`src/rtl/fe_pkg.sv`:
```
// ----------------------------------------------------------------------------
// fe_pkg
// shared types, fixed-point constants and the arctangent table for the
// fisheye to equirectangular coordinate map
// ----------------------------------------------------------------------------
`default_nettype none

package fe_pkg;

    // default sizes
    localparam int MAX_DIM_DEF       = 1024;
    localparam int CORDIC_STAGES_DEF = 16;

    // datapath width for angles and unit vectors (Q16)
    localparam int DW        = 24;
    localparam int DIM_W     = 11;
    localparam int PIX_W     = 10;
    localparam int FIELD_LIM = 1024;

    localparam logic signed [18:0]   PI_S      = 19'sd205887;
    localparam logic signed [DW-1:0] HALF_PI_S = 24'sd102944;
    localparam logic signed [DW-1:0] KINV_S    = 24'sd39797;

    localparam logic [DIM_W-1:0] DIM_RESET = 11'd610;

    // register map
    typedef enum logic [0:0] {
        REG_WIDTH  = 1'b0,
        REG_HEIGHT = 1'b1
    } t_reg_idx;

    typedef struct packed {
        logic [PIX_W-1:0] out_col;
        logic [PIX_W-1:0] out_row;
    } t_item;

    typedef struct packed {
        logic [PIX_W-1:0] src_col;
        logic [PIX_W-1:0] src_row;
        logic             src_valid;
    } t_result;

    // atan(2^-i) in Q16, rounded to nearest
    function automatic logic signed [DW-1:0] atan_q(input int idx);
        logic signed [DW-1:0] val;
        case (idx)
            0:       val = 24'sd51472;
            1:       val = 24'sd30386;
            2:       val = 24'sd16055;
            3:       val = 24'sd8150;
            4:       val = 24'sd4091;
            5:       val = 24'sd2047;
            6:       val = 24'sd1024;
            7:       val = 24'sd512;
            8:       val = 24'sd256;
            9:       val = 24'sd128;
            10:      val = 24'sd64;
            11:      val = 24'sd32;
            12:      val = 24'sd16;
            13:      val = 24'sd8;
            14:      val = 24'sd4;
            15:      val = 24'sd2;
            16:      val = 24'sd1;
            default: val = 24'sd0;
        endcase
        return val;
    endfunction

endpackage

`default_nettype wire

```
`src/rtl/fe_cordic.sv`:
```
// ----------------------------------------------------------------------------
// fe_cordic
// pipelined cordic, rotation or vectoring mode, one micro-rotation per cell
// ----------------------------------------------------------------------------
`default_nettype none

module fe_cordic
    import fe_pkg::*;
#(
    parameter int STAGES = CORDIC_STAGES_DEF,
    parameter bit VECTOR = 1'b0,
    parameter int TAG_W  = 1
) (
    input  wire logic                 i_clk,
    input  wire logic                 i_rst_n,
    input  wire logic                 i_valid,
    input  wire logic signed [DW-1:0] i_x,
    input  wire logic signed [DW-1:0] i_y,
    input  wire logic signed [DW-1:0] i_z,
    input  wire logic [TAG_W-1:0]     i_tag,
    output logic                      o_valid,
    output logic signed [DW-1:0]      o_x,
    output logic signed [DW-1:0]      o_y,
    output logic signed [DW-1:0]      o_z,
    output logic [TAG_W-1:0]          o_tag
);

    logic                 r_v    [0:STAGES];
    logic                 r_zero [0:STAGES];
    logic signed [DW-1:0] r_x    [0:STAGES];
    logic signed [DW-1:0] r_y    [0:STAGES];
    logic signed [DW-1:0] r_z    [0:STAGES];
    logic [TAG_W-1:0]     r_tag  [0:STAGES];

    logic                 n_zero;
    logic signed [DW-1:0] n_x, n_y, n_z;

    // vectoring folds the left half plane by a quarter turn
    always_comb begin
        n_x    = i_x;
        n_y    = i_y;
        n_z    = i_z;
        n_zero = 1'b0;
        if (VECTOR) begin
            n_z    = '0;
            n_zero = (i_x == '0) && (i_y == '0);
            if (i_x < 0) begin
                if (i_y >= 0) begin
                    n_x = i_y;
                    n_y = -i_x;
                    n_z = HALF_PI_S;
                end else begin
                    n_x = -i_y;
                    n_y = i_x;
                    n_z = -HALF_PI_S;
                end
            end
        end
    end

    always_ff @(posedge i_clk) begin
        if (!i_rst_n) begin
            r_v[0] <= 1'b0;
        end else begin
            r_v[0] <= i_valid;
        end
    end

    always_ff @(posedge i_clk) begin
        r_zero[0] <= n_zero;
        r_x[0]    <= n_x;
        r_y[0]    <= n_y;
        r_z[0]    <= n_z;
        r_tag[0]  <= i_tag;
    end

    for (genvar i = 0; i < STAGES; i++) begin : g_cell
        logic signed [DW-1:0] dx, dy;
        logic                 up;

        always_comb begin
            dx = r_y[i] >>> i;
            dy = r_x[i] >>> i;
            up = VECTOR ? r_y[i][DW-1] : ~r_z[i][DW-1];
        end

        always_ff @(posedge i_clk) begin
            if (!i_rst_n) begin
                r_v[i+1] <= 1'b0;
            end else begin
                r_v[i+1] <= r_v[i];
            end
        end

        always_ff @(posedge i_clk) begin
            if (up) begin
                r_x[i+1] <= r_x[i] - dx;
                r_y[i+1] <= r_y[i] + dy;
                r_z[i+1] <= r_z[i] - atan_q(i);
            end else begin
                r_x[i+1] <= r_x[i] + dx;
                r_y[i+1] <= r_y[i] - dy;
                r_z[i+1] <= r_z[i] + atan_q(i);
            end
            r_zero[i+1] <= r_zero[i];
            r_tag[i+1]  <= r_tag[i];
        end
    end

    assign o_valid = r_v[STAGES];
    assign o_x     = r_x[STAGES];
    assign o_y     = r_y[STAGES];
    assign o_z     = r_zero[STAGES] ? '0 : r_z[STAGES];
    assign o_tag   = r_tag[STAGES];

endmodule

`default_nettype wire

```
`config.mk`:
```
export PLATFORM = sky130hd
export DESIGN_NAME = fe_cordic
export DESIGN_NICKNAME = d
export VERILOG_FILES = /design/src/rtl/fe_pkg.sv /design/src/rtl/fe_cordic.sv
export SDC_FILE = /design/constraint.sdc
export NUM_CORES = 2
export LEC_CHECK = 0
export BUFFER_PORTS_ARGS = -buffer_cell sky130_fd_sc_hd__buf_2
export CORE_MARGIN = 4
export CORE_UTILIZATION = 50
export DETAILED_ROUTE_END_ITERATION = 8
export PLACE_DENSITY = 0.71
export SLEW_MARGIN = 20
export SYNTH_ARGS = -nofsm -noshare
export SYNTH_HDL_FRONTEND = slang
export SYNTH_SLANG_ARGS = --single-unit
```
`constraint.sdc`:
```
create_clock -name i_clk -period 5.85 [get_ports i_clk]
set_input_delay 1.755 -clock i_clk [delete_from_list [all_inputs] [get_ports i_clk]]
set_output_delay 1.755 -clock i_clk [all_outputs]
set_load 0.01 [all_outputs]
```
**Yosys cells after proc, flatten, opt, wreduce, memory -nomap -nowiden**

Memories as Yosys holds them, arrays and structs flattened.
Cells that the tools add are included.

- RAM bits: 1275
- Logic and storage cells: 266
- Memories kept: 6
- Bits of input ports: 76
- Register bits after elaboration: 0

Memory list:

| name | depth | bits a word | read ports | clocked after Yosys merged registers in | write ports | line | source |
|---|---|---|---|---|---|---|---|
| r_x | 17 | 24 | 17 | 0 | 17 | fe_cordic.sv:30 | `logic signed [DW-1:0] r_x [0:STAGES];` |
| r_y | 17 | 24 | 17 | 0 | 17 | fe_cordic.sv:31 | `logic signed [DW-1:0] r_y [0:STAGES];` |
| r_z | 17 | 24 | 17 | 0 | 17 | fe_cordic.sv:32 | `logic signed [DW-1:0] r_z [0:STAGES];` |
| r_tag | 17 | 1 | 17 | 0 | 17 | fe_cordic.sv:33 | `logic [TAG_W-1:0] r_tag [0:STAGES];` |
| r_v | 17 | 1 | 17 | 0 | 17 | fe_cordic.sv:28 | `logic r_v [0:STAGES];` |
| r_zero | 17 | 1 | 17 | 0 | 17 | fe_cordic.sv:29 | `logic r_zero [0:STAGES];` |

- Bitwise gates (word level): 65
- $add $sub $neg: 95
- Mux-type cells: 100

Operator list:

| cell | number |
|---|---|
| two-way mux 24 bit | 49 |
| OR 1 bit | 65 |
| two-way mux 1 bit | 51 |
| adder 24 x 10 -> 24 bit | 2 |
| adder 24 x 11 -> 24 bit | 2 |
| adder 24 x 12 -> 24 bit | 2 |
| adder 24 x 12 -> 24 bit, second input constant | 2 |
| adder 24 x 13 -> 24 bit | 2 |
| adder 24 x 14 -> 24 bit | 2 |
| adder 24 x 15 -> 24 bit | 2 |
| adder 24 x 16 -> 24 bit | 2 |
| adder 24 x 17 -> 24 bit | 2 |
| adder 24 x 18 -> 24 bit | 2 |
| adder 24 x 19 -> 24 bit | 2 |
| adder 24 x 20 -> 24 bit | 2 |
| adder 24 x 21 -> 24 bit | 2 |
| adder 24 x 22 -> 24 bit | 2 |
| adder 24 x 23 -> 24 bit | 2 |
| adder 24 x 9 -> 24 bit | 2 |
| subtractor 24 x 10 -> 24 bit | 2 |
| subtractor 24 x 11 -> 24 bit | 2 |
| subtractor 24 x 12 -> 24 bit | 2 |
| subtractor 24 x 12 -> 24 bit, second input constant | 2 |
| subtractor 24 x 13 -> 24 bit | 2 |
| 41 further kinds | 53 |

**Longest topological paths before layout**

An unclocked memory read counts as a cell.

- Word-level depth: 3
- Depth in mapped cells: 19

**Worst setup path before layout**

No wires, ideal clock.

- Kind: reg2reg
- Start point: memory r_z[4][23]
- End point: memory r_y[5][21]
- Cell stages (with the launch flop): 16
- Clock period less this slack: 3.730 ns
- Data required time: 5.778 ns
- Arrival: 3.658 ns
- Path slack: 2.120 ns
- Cell sequence: dfxtp_1 > clkbuf_1 > inv_1 > clkbuf_1 > o21ai_0 > xor2_1 > ha_1 > a21o_1 > nor3_1 > a211oi_1 > a221oi_1 > o211ai_1 > a31oi_1 > o21bai_1 > a21oi_1 > xnor2_1

RTL lines:

| element | line |
|---|---|
| from (decl) | fe_cordic.sv:32 |
| to (decl) | fe_cordic.sv:31 |

==> impl_metrics.toml <==
[worst_setup_path]
critical_path_class = "reg2reg"
crit_path_end_kind = "register"
slowest_delay_ns = 0.49
path_buf_inv = 2
worst_setup_path_start_kind = "register"
ff2ff_path_depth = 13
crit_path_max_fanout = 39
ff2ff_setup_slack_ns = 1.49
cp.required_ns = 6.54
worstPathArrival_ns = 5.05
path_delay_family = "compound AO/OA/AOI/OAI gates"
crit_chain = "buf_4 -> inv_1 -> o21ai_0 -> xnor2_1 -> ha_1 -> a2111o_1 -> a21oi_1 -> o311ai_0 -> a41o_1 -> a31o_2 -> a221oi_1 -> o21ai_0 -> xnor2_1"
timing.rr.start = "r_z[8][23]$_DFF_P_"
r2r_end = "r_x[9][23]$_DFF_P_"
slowest_stage = "inv_1"

[min_path]
holdPathEnd = "r_z[12][0]$_DFF_P_"
hold_depth = 0
hp-class = "reg2reg"
min_from = "r_z[11][0]$_DFF_P_"

[cells_and_area]
layout-drive-gt1-share = 0.0548
area_growth_pct = 9.52
nNetsFinal = 11300

[placement]
port_buffers = 149
place.gp.congestion = 0.929
dp_hpwl_um = 172000

[global_route]
grt_max_degree = 58
grt_pass1_vias = 68900
gr-total-overflow = 0
track_usage = 0.233
grt_pass1_wl_um = 350000
antenna_found_initial = 3

[sta]
setup_viol = 0
period_share = 0.745
drv_slew = 0
hold_viol_final = 0
fin_crit_ns = 4.36
slew_headroom = 0.226
worstMarginPinSlew_ns = 1.13
tns_ns = 0
holdWs_ns = 0.322
clock_skew_ns = 0.0289
rsz0062_at_grt = "no"
clock.fmax_ghz = 0.229

[floorplan]
die_area_um2 = 179000
core_area_um2 = 170000
chipWidth_um = 423
dieHeight_um = 423
rows = 151
start_util = 0.505
io_pins = 150

[route]
dr.pass1.iters = 6
met3_length_um = 9800
wl_per_cell_um = 17.4
drc_errors = 0
drt-met1-wl_um = 96300
wl_met2_um = 102000
top_layer = "met4"
drt_iter0_markers = 4870
postRouteWirelength_um = 215000
viasPerCell = 5.78
vias = 71400
postRouteAntennaNets = 0

[yosys]
synth_area_leader_cell = "dfxtp_1"
ys_ff_latch = 1257
synth.most_common_cell = "dfxtp_1"
synth_top_area_share = 0.293
ys_seq_area_frac = 0.293
synthCells = 9847
ys_warn_count = 0
synth.avg_cell_area_um2 = 8.73
synth_ff_type = "dfxtp_1"
netlist_area_um2 = 85900
postSynth.asyncResetShare = 0
synthesis.nets = 11200
synth_area_leaders = "dfxtp_1 29%, ha_1 17%, xnor2_1 9.1%"
synth_cell_types = 86
synth_common_cells = "1257 x dfxtp_1, 1200 x ha_1, 1014 x a21oi_1"
synth-edff-count = 0

[clocking]
cts.clk_slew.worst_paths_ns = 0.06
clockBufferDepth = 3
htreeDepth = 4
clk_latency_ns = 0.81
cts_buffers = 142
hold_buffers = 0
cts_tree = "built"
post-cts-setup-buffer-count = 0
cts_root_buffer = "clkbuf_16"
clock_sinks = 1257
ctsResizeCount = 0

[run_status]
outcome = "finished, final reports clean"

[job]
max-cap-violations = 0
-- placed cells by master, fill, tap and decap left out, types with 143 or more instances in the layout --
cell type and n:
nor3_1 279, nand2_1 456, o21ai_0 450, clkbuf_16 143, a21o_1 378, inv_1 461, a21oi_1 1014, xnor2_1 889
ha_1 1200, buf_2 149, nor2_1 853, xor2_1 439, dfxtp_1 1252, nand3_1 153
-- cell type report --
cell class	instances	area [um2]
multi-input combinational	7976	58500
sequential	1257	25200
tap	2218	2780
timing repair buffer	179	971
clock buffer	178	3900
antenna	1	2.50
clock inverter	78	1090
fill	15300	75900
inverter	464	1740
-- layer usage --
| layer | vias to the layer above | global-route usage |
|---|---|---|
| met5 | - | 0 |
| met4 | 0 | 0.0793 |
| met3 | 383 | 0.0284 |
| met2 | 1795 | 0.406 |
| met1 | 33500 | 0.298 |
| li1 | 35700 | - |
-- sequential cells by signal, summed over array words and instances, names as in the netlist --
signal,count
r_y,408
r_z,408
r_x,407
r_tag,17
r_v,17
-- worst max path at each step --
stage	startpoint	depth (start not counted)	to
after floorplan	r_z[4][23]$_DFF_P_	15	r_y[5][21]$_DFF_P_
after global placement	r_z[8][23]$_DFF_P_	13	r_x[9][23]$_DFF_P_
after detailed placement	r_z[8][23]$_DFF_P_	13	r_x[9][23]$_DFF_P_
after CTS	r_z[8][23]$_DFF_P_	13	r_x[9][23]$_DFF_P_
after global routing	r_y[1][5]$_DFF_P_	19	r_x[2][23]$_DFF_P_
final	r_z[8][23]$_DFF_P_	13	r_x[9][23]$_DFF_P_
-- logic make-up (layout without fill, tap and decap cells) --
family                   count (synthesis)  after routing  synth area share
multiplexers                            91             91            0.0111
AND/OR/NAND/NOR                       2493           2493             0.140
flip-flops                            1257           1257             0.293
XOR/XNOR                              1328           1328             0.135
adder cells (fa/ha/maj)               1249           1249             0.186
buffers and inverters                  614            899            0.0269
other                                    0              1                 0
AO/OA/AOI/OAI                         2815           2815             0.207
-- stage by stage --
step           instance area, um2   util  setup WS, ns  cells
2_1_floorplan               85900      -          2.12   9847
3_3_place_gp                89100  0.524          1.63  12100
3_5_place_dp                89100  0.524          1.58  12100
4_1_cts                     94100  0.553          1.55  12400
5_1_grt                     94100  0.553         0.979  12400
6_report                    94100  0.553          1.49  12400
Power is not shown: default switching activity piles up to over one toggle a cycle in this logic, so the estimate is an artifact.
