**src/rtl/fe_pkg.sv**
```systemverilog
// ----------------------------------------------------------------------------
// fe_pkg
// shared types, fixed-point constants and the arctangent table for the
// fisheye to equirectangular coordinate map
// ----------------------------------------------------------------------------
`default_nettype none

package fe_pkg;

    // default sizes
    localparam int MAX_DIM_DEF       = 1024;
    localparam int CORDIC_STAGES_DEF = 16;

    // datapath width for angles and unit vectors (Q16)
    localparam int DW        = 24;
    localparam int DIM_W     = 11;
    localparam int PIX_W     = 10;
    localparam int FIELD_LIM = 1024;

    localparam logic signed [18:0]   PI_S      = 19'sd205887;
    localparam logic signed [DW-1:0] HALF_PI_S = 24'sd102944;
    localparam logic signed [DW-1:0] KINV_S    = 24'sd39797;

    localparam logic [DIM_W-1:0] DIM_RESET = 11'd610;

    // register map
    typedef enum logic [0:0] {
        REG_WIDTH  = 1'b0,
        REG_HEIGHT = 1'b1
    } t_reg_idx;

    typedef struct packed {
        logic [PIX_W-1:0] out_col;
        logic [PIX_W-1:0] out_row;
    } t_item;

    typedef struct packed {
        logic [PIX_W-1:0] src_col;
        logic [PIX_W-1:0] src_row;
        logic             src_valid;
    } t_result;

    // atan(2^-i) in Q16, rounded to nearest
    function automatic logic signed [DW-1:0] atan_q(input int idx);
        logic signed [DW-1:0] val;
        case (idx)
            0:       val = 24'sd51472;
            1:       val = 24'sd30386;
            2:       val = 24'sd16055;
            3:       val = 24'sd8150;
            4:       val = 24'sd4091;
            5:       val = 24'sd2047;
            6:       val = 24'sd1024;
            7:       val = 24'sd512;
            8:       val = 24'sd256;
            9:       val = 24'sd128;
            10:      val = 24'sd64;
            11:      val = 24'sd32;
            12:      val = 24'sd16;
            13:      val = 24'sd8;
            14:      val = 24'sd4;
            15:      val = 24'sd2;
            16:      val = 24'sd1;
            default: val = 24'sd0;
        endcase
        return val;
    endfunction

endpackage

`default_nettype wire

```
**src/rtl/fe_div.sv**
```systemverilog
// ----------------------------------------------------------------------------
// fe_div
// pipelined restoring divider, one quotient bit per cell, with a side tag
// ----------------------------------------------------------------------------
`default_nettype none

module fe_div
    import fe_pkg::*;
#(
    parameter int NUM_W = 26,
    parameter int DEN_W = 11,
    parameter int QUO_W = 16,
    parameter int TAG_W = 1
) (
    input  wire logic             i_clk,
    input  wire logic             i_rst_n,
    input  wire logic             i_valid,
    input  wire logic [NUM_W-1:0] i_num,
    input  wire logic [DEN_W-1:0] i_den,
    input  wire logic [TAG_W-1:0] i_tag,
    output logic                  o_valid,
    output logic [QUO_W-1:0]      o_quo,
    output logic [TAG_W-1:0]      o_tag
);

    logic             r_v   [0:QUO_W];
    logic [DEN_W-1:0] r_rem [0:QUO_W];
    logic [QUO_W-1:0] r_num [0:QUO_W];
    logic [DEN_W-1:0] r_den [0:QUO_W];
    logic [QUO_W-1:0] r_q   [0:QUO_W];
    logic [TAG_W-1:0] r_tag [0:QUO_W];

    // the upper dividend bits start as the partial remainder
    always_ff @(posedge i_clk) begin
        if (!i_rst_n) begin
            r_v[0] <= 1'b0;
        end else begin
            r_v[0] <= i_valid;
        end
    end

    always_ff @(posedge i_clk) begin
        r_rem[0] <= DEN_W'(i_num[NUM_W-1:QUO_W]);
        r_num[0] <= i_num[QUO_W-1:0];
        r_den[0] <= i_den;
        r_q[0]   <= '0;
        r_tag[0] <= i_tag;
    end

    for (genvar k = 0; k < QUO_W; k++) begin : g_cell
        logic [DEN_W:0]   trial;
        logic             ge;
        logic [DEN_W-1:0] n_rem;

        always_comb begin
            trial = {r_rem[k], r_num[k][QUO_W-1-k]};
            ge    = (trial >= {1'b0, r_den[k]});
            n_rem = ge ? DEN_W'(trial - {1'b0, r_den[k]}) : DEN_W'(trial);
        end

        always_ff @(posedge i_clk) begin
            if (!i_rst_n) begin
                r_v[k+1] <= 1'b0;
            end else begin
                r_v[k+1] <= r_v[k];
            end
        end

        always_ff @(posedge i_clk) begin
            r_rem[k+1] <= n_rem;
            r_num[k+1] <= r_num[k];
            r_den[k+1] <= r_den[k];
            r_q[k+1]   <= {r_q[k][QUO_W-2:0], ge};
            r_tag[k+1] <= r_tag[k];
        end
    end

    assign o_valid = r_v[QUO_W];
    assign o_quo   = r_q[QUO_W];
    assign o_tag   = r_tag[QUO_W];

endmodule

`default_nettype wire

```
**config.mk**
```make
export PLATFORM = sky130hd
export DESIGN_NAME = fe_div
export DESIGN_NICKNAME = d
export VERILOG_FILES = /design/src/rtl/fe_pkg.sv /design/src/rtl/fe_div.sv
export SDC_FILE = /design/constraint.sdc
export NUM_CORES = 1
export LEC_CHECK = 0
export BUFFER_PORTS_ARGS = -buffer_cell sky130_fd_sc_hd__buf_2
export CAP_MARGIN = 20
export CORE_MARGIN = 10
export CORE_UTILIZATION = 45
export CTS_CLUSTER_SIZE = 14
export DETAILED_ROUTE_END_ITERATION = 10
export HOLD_SLACK_MARGIN = 0.03
export PLACE_DENSITY = 0.63
export SLEW_MARGIN = 20
export SYNTH_ARGS = -nofsm -noshare
export SYNTH_HDL_FRONTEND = slang
export SYNTH_SLANG_ARGS = --single-unit
```
**constraint.sdc**
```tcl
create_clock -name i_clk -period 3.2 [get_ports i_clk]
set_input_delay 0 -clock i_clk [delete_from_list [all_inputs] [get_ports i_clk]]
set_output_delay 0 -clock i_clk [all_outputs]
set_load 0.02 [all_outputs]
```
-- Word level (Yosys, flattened, before mapping)
Memory sizes are Yosys's and may differ from the RTL's.
Cells that the tools add are included.
- bits in registers: 0
- memory bits (writable): 952
- input port bits: 41
- output and inout port bits: 18
- logic and storage cells: 90
- memories kept: 6
- $add $sub $neg: 16
- magnitude comparators: 16
- mux-type cells: 35
- bitwise operators: 17
- memory list (name ; words ; width ; rd ports ; clocked after Yosys merged registers in ; wr ports ; line ; source):
    r_num ; 17 ; 16 ; 16 ; 0 ; 17 ; fe_div.sv:28 ; logic [QUO_W-1:0] r_num [0:QUO_W];
    r_q ; 17 ; 16 ; 17 ; 0 ; 17 ; fe_div.sv:30 ; logic [QUO_W-1:0] r_q [0:QUO_W];
    r_den ; 17 ; 11 ; 16 ; 0 ; 17 ; fe_div.sv:29 ; logic [DEN_W-1:0] r_den [0:QUO_W];
    r_rem ; 17 ; 11 ; 16 ; 0 ; 17 ; fe_div.sv:27 ; logic [DEN_W-1:0] r_rem [0:QUO_W];
    r_tag ; 17 ; 1 ; 17 ; 0 ; 17 ; fe_div.sv:31 ; logic [TAG_W-1:0] r_tag [0:QUO_W];
    r_v ; 17 ; 1 ; 17 ; 0 ; 17 ; fe_div.sv:26 ; logic r_v [0:QUO_W];
- operators with widths (cell ; number):
    12-bit by 11-bit greater-or-equal comparator with 1-bit output ; 16
    11-bit 2-to-1 mux ; 16
    11-bit subtractor ; 16
    1-bit 2-to-1 mux ; 19
    1-bit OR ; 17

-- Logic depth before layout (Yosys ltp)
Gate-level depths: netlist of the first run.
- depth after elaboration: 2
- mapped depth: 12
- mapped depth without buffers: 10

-- Worst setup path after synthesis of the first run
OpenSTA, ideal clock, no wires.
- path type: reg-to-reg
- start point: mem r_num[9][6] (netlist: r_num[0][150])
- end point: mem r_rem[10][3] (netlist: r_rem[0][113])
- setup time: 0.121 ns
- arrival: 2.171 ns
- required time: 3.079 ns
- path slack: 0.908 ns
- stages on the path, launching flop included: 12
- path buffers: 1
- clock period less this slack: 2.292 ns
- path through: dfxtp_1 inv_1 ha_1 fa_1 nor2b_4 o21ai_2 nand2b_2 a41o_1 a21oi_2 o31ai_4 buf_6 mux2_4
- RTL lines (item ; line):
    start, declared ; fe_div.sv:28
    end, declared ; fe_div.sv:27

==> run_results.csv, run 1 <==
group,metric,value,unit
critical_path,cp_slowest_cell,"fa_1",
logic_synthesis,synth_edf_count,0,
global_route,grt_overflow,0,
floorplan,num_rows,84,
timing,worst_pin_slew,0.6764,ns
power_and_ir_drop,p_leak,12.97,nW
routing,drtIter0Drc,615,
place,portBuffers,58,
clock_network,cts_buffers,70,
global_route,antenna_found_initial,0,
clock_network,post-cts-setup-buffers,0,
clock_network,cts_max_path_buffers,3,
timing,skew,0.01437,ns
timing,slew_viol_final,0,
critical_path,crit_path_max_fanout,7,
timing,fmax,369.0,MHz
timing,fin_crit_sh,0.8469,
routing,final_antenna_net_count,0,
floorplan,die_h,251.3,um
logic_synthesis,avgSynthCellArea,11.59,um^2
logic_synthesis,yosys_most_used_dff,"dfxtp_1",
critical_path,critPathLaunchType,"register",
cells_and_area,num-fill-cells,4517,
routing,vias,14437,
critical_path,crit_chain,"inv_1 > ha_1 > fa_1 > nor2b_4 > o21ai_2 > nand2b_2 > a41o_1 > a21oi_2 > o31ai_4 > buf_4 > mux2_2",
global_route,grt_usage,0.1317,
min_path,hold_class,"primary input to register",
logic_synthesis,synth_top_area_cell,"dfxtp_1",
timing,slew_headroom,0.5491,
routing,avgRoutedWirePerCell,13.80,um
cells_and_area,fin_nets,2489,
clock_network,insertion_delay,0.59,ns
clock_network,cts_htree_levels,3,
timing,rsz0062_at_grt,"no",
critical_path,critPathRequiredTime,3.68,ns
timing,hold_viol_final,0,
timing,fin_hold_ws,0.06142,ns
logic_synthesis,synth_top_area_share,0.5464,
timing,tns,0,ns
logic_synthesis,synthesis.nets,2309,
floorplan,die_w,251.3,um
clock_network,cts_tree,"built",
cells_and_area,syn2layout_area_growth,16.78,%
floorplan,start_util,0.4563,
clock_network,ctsHoldBuffers,76,
cells_and_area,utilization,0.5328,
global_route,grt_pass1_vias,14819,
clock_network,cts-resized-gates,0,
logic_synthesis,ys_warn_count,0,
routing,routed_wl,41330,um
logic_synthesis,postSynthCellCount,2077,
critical_path,critical-path-top-delay-family,"compound AO/OA/AOI/OAI gates",
critical_path,critPathBufInv,2,
global_route,grt_pass1_wl,69750,um
global_route,top_usage_layer,"met2",
status,status,"finished clean",
routing,drt-pass1-iter-count,5,
critical_path,slowest_delay,0.45,ns
critical_path,arrival,3.19,ns
global_route,grtUsageMet1,0.1487,
critical_path,setup.worst_path.class,"register to register",
power_and_ir_drop,irDropWorstVdd,0.5186,mV
logic_synthesis,synthArstFlopShare,0,
cells_and_area,drive_above_1_share,0.1583,
logic_synthesis,synth_cell_types,61,
power_and_ir_drop,power_density,1108,nW/um^2
critical_path,end_kind,"register",
routing,vias_per_cell,4.822,
power_and_ir_drop,power,0.03115,W
flow_run,drv_cap,0,
place,dp_hpwl,30000,um
clock_network,clk_pin_slew,0.06,ns
logic_synthesis,synth_area,24070,um^2
clock_network,clkSinkCount,657,
timing,fin_crit,2.710,ns
global_route,grt_max_degree,21,
logic_synthesis,ys_seq_elements,657,
global_route,grt_use_met2,0.2395,
global_route,use_met3,0.02518,
routing,drc,0,
logic_synthesis,synth_area_leaders,"dfxtp_1 (55%), ha_1 (9.1%), mux2_4 (6.1%), inv_1 (3.4%), xnor2_1 (2.9%)",
floorplan,core,52760,um^2
floorplan,ios,59,
place,gp_congestion,0.8564,
logic_synthesis,synth-seq-area-share,0.5464,
clock_network,cts_root_buffer,"clkbuf_16",
floorplan,die_area,63150,um^2
timing,finalSetupViolCount,0,
cells_and_area,diodes,0,
==> metal layers <==
layer / vias to the layer above / share of wire
met3: 81 / 0.036
met1: 6724 / 0.43
met2: 212 / 0.51
met4: 0 / 0.026
met5: - / 0
li1: 7420 / -
==> kinds of logic after synthesis <==
logic type | count (synthesis) | share of synthesized area
AO/OA/AOI/OAI | 372 | 0.1043
XOR/XNOR | 103 | 0.03747
adder cells (fa/ha/maj) | 191 | 0.1040
buffers and inverters | 258 | 0.04787
flip-flops | 657 | 0.5464
multiplexers | 157 | 0.08716
AND/OR/NAND/NOR | 339 | 0.07287
==> layout make-up <==
cell class,instances,area (um^2),share of cell area
clock buffers,103,2120,0.07540
clock inverters,18,232.7,0.008278
inverters,217,814.5,0.02897
multi-input cells,1162,9768,0.3475
flip-flops and latches,657,13150,0.4679
well taps,688,860.8,0.03062
repair buffers,149,1164,0.04139
==> state kept, by name, summed over array words and instances (netlist names) <==
name and flops:
r_den 176, r_num 136, r_q 136, r_rem 175, r_tag 17, r_v 17
==> cell usage after synthesis (all sizes together), types with 11 or more instances <==
cell    instances
nor2           86
nand2          96
inv           217
nand2b         22
xor2           22
nand3          20
a41o           14
a21o           29
and2           19
buf            32
o21a           12
nand3b         18
dfxtp         657
xnor2          81
ha            176
mux2i          30
o211ai         30
a21oi         130
fa             15
nor2b          33
o21ai          95
mux2          127
nor3           12
a211oi         11
==> report_power, final <==
| part | internal [W] | leakage, nW | switching, W |
|---|---|---|---|
| registers | 0.0103 | 5.53 | 0.000931 |
| clock network | 0.00498 | 1.15 | 0.00307 |
| logic | 0.00637 | 6.28 | 0.00554 |
==> worst paths after layout <==
path	from	end	slack, ns	cells past startpoint
max reg2reg	r_num[0][45]$_DFF_P_	r_rem[0][35]$_DFF_P_	0.49	11
max	r_num[0][45]$_DFF_P_	r_rem[0][35]$_DFF_P_	0.49	11
min reg2reg	r_num[0][42]$_DFF_P_	r_num[0][58]$_DFF_P_	0.32	0
min	i_tag	r_tag[0][0]$_DFF_P_	0.06	2
==> worst reg2reg max path: cells and delay by family (launching register included) <==
family | cells | cell delay (ns)
AO/OA/AOI/OAI | 4 | 0.73
adder cells (fa/ha/maj) | 2 | 0.67
multiplexers | 1 | 0.34
buffers and inverters | 2 | 0.32
flip-flops | 1 | 0.30
AND/OR/NAND/NOR | 2 | 0.25
==> cells in the final DEF, fill, tap and decap left out, types with 7 or more instances in the layout <==
cell type	count
buf_2	58
dlygate4sd3_1	76
nand2b_1	14
o21a_1	12
a211oi_1	11
o311ai_0	7
a21oi_1	120
and3_1	8
a21o_1	29
buf_4	15
nand3b_1	17
o21ai_0	69
nor3_1	12
o21ai_1	9
a41o_1	14
clkbuf_16	73
nor2b_1	27
nor2_1	86
mux2i_1	30
ha_1	176
o21ai_2	17
and2_1	19
nand4_1	9
inv_1	216
xor2_1	22
a21oi_2	10
nand3_1	20
dfxtp_1	657
xnor2_1	81
nand2_1	96
o211ai_1	30
clkbuf_8	18
nand2b_2	8
mux2_2	28
clkinv_2	7
a31oi_1	9
mux2_4	98
clkbuf_1	12
fa_1	15
==> metrics by stage <==
step                setup WS, ns  instances  area, um^2
detailed placement        0.4970       2797       25000
global route              0.2944       2994       28110
CTS                       0.4783       2994       28110
finish                    0.4898       2994       28110
global placement          0.5778       2797       25000
floorplan                 0.9079       2077       24070
(Power assumes the default switching activity.)
==> inputs of run 2 (changes only) <==
==> constraint.sdc (replaced) <==
create_clock -name i_clk -period 2.5 [get_ports i_clk]
set_input_delay 0 -clock i_clk [delete_from_list [all_inputs] [get_ports i_clk]]
set_output_delay 0 -clock i_clk [all_outputs]
set_load 0.02 [all_outputs]
==> run 2 against run 1 <==
  * Total power increased by 29%
  * Wire length about the same
  * Register-to-register slack got worse by 0.40 ns
  * Clock skew increased by 0.0020 ns
  * Count of clock-buffer cells in the layout decreased by 5
  * Sequential share of layout area decreased by 0.31 points
  * Design area increased by 0.67%
  * First-iteration DRC count increased by 2.3%
==> run_results.csv, run 2 (synthesis gave the netlist of run 1 again) <==
group,metric,value,unit
place,dp_hpwl,30180,um
timing,hold_viol_final,0,
power_and_ir_drop,p_comb_frac,0.393,
critical_path,end_kind,"register",
timing,fmax,415.0,MHz
timing,slew_headroom,0.6555,
timing,finalSetupViolCount,0,
clock_network,cts_buffers,69,
critical_path,critPathLaunchType,"register",
power_and_ir_drop,power_density,1416,nW/um^2
floorplan,die_h,251.3,um
floorplan,die_area,63150,um^2
cells_and_area,drive_above_1_share,0.1657,
cells_and_area,multi_input_area,9789,um^2
global_route,grt_usage,0.1318,
critical_path,r2r_slack,0.09,ns
global_route,antenna_found_initial,0,
cells_and_area,num-fill-cells,4511,
critical_path,cp_slowest_cell,"fa_2",
place,gp_congestion,0.8586,
critical_path,critPathBufInv,2,
timing,slew_viol_final,0,
floorplan,num_rows,84,
power_and_ir_drop,p_sw,0.01225,W
cells_and_area,top_regs,"r_den x176, r_rem x175",
timing,tns,0,ns
floorplan,die_w,251.3,um
critical_path,slowest_delay,0.39,ns
clock_network,cts_root_buffer,"clkbuf_16",
critical_path,arrival,2.88,ns
critical_path,crit_chain,"inv_1 > ha_1 > fa_2 > nor2b_4 > o21ai_2 > nand2b_2 > a41o_1 > a21oi_2 > o31ai_4 > buf_12 > mux2_2",
routing,avgRoutedWirePerCell,13.73,um
cells_and_area,regArea,13150,um^2
clock_network,cts_htree_levels,3,
critical_path,worstReg2RegEnd,"r_rem[0][123]$_DFF_P_",
flow_run,drv_cap,0,
timing,fin_crit,2.410,ns
power_and_ir_drop,swShare,0.3055,
clock_network,cts_max_path_buffers,3,
global_route,grt_overflow,0,
place,placed_cells,2810,
min_path,min_to,"r_num[0][15]$_DFF_P_",
power_and_ir_drop,power.internal,0.02784,W
routing,drtIter0Drc,629,
global_route,grt_pass1_vias,14798,
cells_and_area,syn2layout_area_growth,17.56,%
min_path,min_from,"i_num[15]",
cells_and_area,fin_nets,2505,
routing,final_antenna_net_count,0,
min_path,hold_class,"primary input to register",
cells_and_area,utilization,0.5364,
status,status,"finished clean",
min_path,hold_path_depth,2,
cells_and_area,largest_reg_flops,176,
floorplan,core,52760,um^2
cells_and_area,fin_cells,3011,
clock_network,clkSinkCount,657,
routing,drt-pass1-iter-count,4,
timing,fin_hold_ws,0.07952,ns
critical_path,reg2reg_depth,11,
place,portBuffers,58,
power_and_ir_drop,p_leak,13.07,nW
critical_path,setup.worst_path.class,"register to register",
critical_path,critPathRequiredTime,2.97,ns
routing,vias_per_cell,4.787,
cells_and_area,top_register,"r_den",
cells_and_area,diodes,0,
floorplan,start_util,0.4563,
critical_path,critical-path-top-delay-family,"adder cells",
power_and_ir_drop,irDropWorstVdd,0.5821,mV
critical_path,crit_path_max_fanout,11,
global_route,grt_pass1_wl,69390,um
critical_path,r2r-start,"r_num[0][165]$_DFF_P_",
power_and_ir_drop,power_frac_clock,0.250,
timing,fin_crit_sh,0.9638,
global_route,grt_max_degree,18,
clock_network,insertion_delay,0.59,ns
routing,routed_wl,41360,um
routing,drc,0,
floorplan,ios,59,
clock_network,cts_tree,"built",
power_and_ir_drop,p_seq_frac,0.357,
timing,skew,0.01636,ns
timing,worst_pin_slew,0.5137,ns
cells_and_area,layout_commonest_cell,"dfxtp_1",
routing,vias,14413,
cells_and_area,most-common-layout-cells,"dfxtp_1 (657), inv_1 (216), ha_1 (176), a21oi_1 (119), mux2_4 (98)",
clock_network,clk_pin_slew,0.06,ns
## run 2: metal layers
metal / share of wire / global-route usage / up-vias / wire length [um]
met5: 0 / 0 / - / 0
met2: 0.51 / 0.2443 / 176 / 21270
met1: 0.42 / 0.1425 / 6721 / 17480
met4: 0.026 / 0.05817 / 0 / 1091
met3: 0.036 / 0.02683 / 68 / 1509
li1: - / - / 7448 / -
## run 2: through the flow
stage	setup WS (ns)	power [W]	instance area (um^2)
finish	0.09044	0.04009	28300
global route	-0.01495	0.04278	28300
CTS	0.003979	0.04047	28250
detailed placement	0.02081	0.03007	25200
global placement	0.1019	0.02975	25200
floorplan	0.2079	0.02709	24070
## run 2: cell type report
type	instances	share of cell area
Clock buffer	98	0.07140
Clock inverter	23	0.008754
Inverter	217	0.02878
Multi-Input combinational cell	1162	0.3459
Sequential cell	657	0.4647
Tap cell	688	0.03042
Timing Repair Buffer	166	0.05000
## run 2: worst max-delay path by stage
stage,start,end,slack (ns),cells past startpoint
2_1_floorplan,r_num[0][150]$_DFF_P_,r_rem[0][113]$_DFF_P_,0.21,11
3_3_place_gp,r_num[0][225]$_DFF_P_,r_rem[0][175]$_DFF_P_,0.10,11
3_5_place_dp,r_num[0][165]$_DFF_P_,r_rem[0][123]$_DFF_P_,0.02,11
4_1_cts,r_num[0][165]$_DFF_P_,r_rem[0][123]$_DFF_P_,0.004,11
5_1_grt,r_num[0][90]$_DFF_P_,r_rem[0][68]$_DFF_P_,-0.01,11
6_report,r_num[0][165]$_DFF_P_,r_rem[0][123]$_DFF_P_,0.09,11
## run 2: what timing repair did
item | 4_1_cts | 5_1_grt
hold buffers | 78 | 0
gates resized for setup | 0 | 13
buffers inserted | 0 | 2
setup endpoints to repair | 0 | 55
hold endpoints to repair | 55 | 0
## run 2: worst reg2reg max path, stage by stage (launching register included)
cell and delay (ns):
dfxtp_1 0.30, inv_1 0.05, ha_1 0.23, fa_2 0.39, nor2b_4 0.12, o21ai_2 0.05
nand2b_2 0.11, a41o_1 0.15, a21oi_2 0.08, o31ai_4 0.29, buf_12 0.19, mux2_2 0.34
## run 2: power groups by stage
| stage | clock, W | combinational [W] | sequential [W] |
|---|---|---|---|
| after floorplan | 0 | 0.0131 | 0.0140 |
| after global placement | 0 | 0.0151 | 0.0146 |
| after detailed placement | 0 | 0.0155 | 0.0146 |
| after CTS | 0.0104 | 0.0157 | 0.0144 |
| after global routing | 0.0108 | 0.0174 | 0.0146 |
| final | 0.0100 | 0.0157 | 0.0143 |
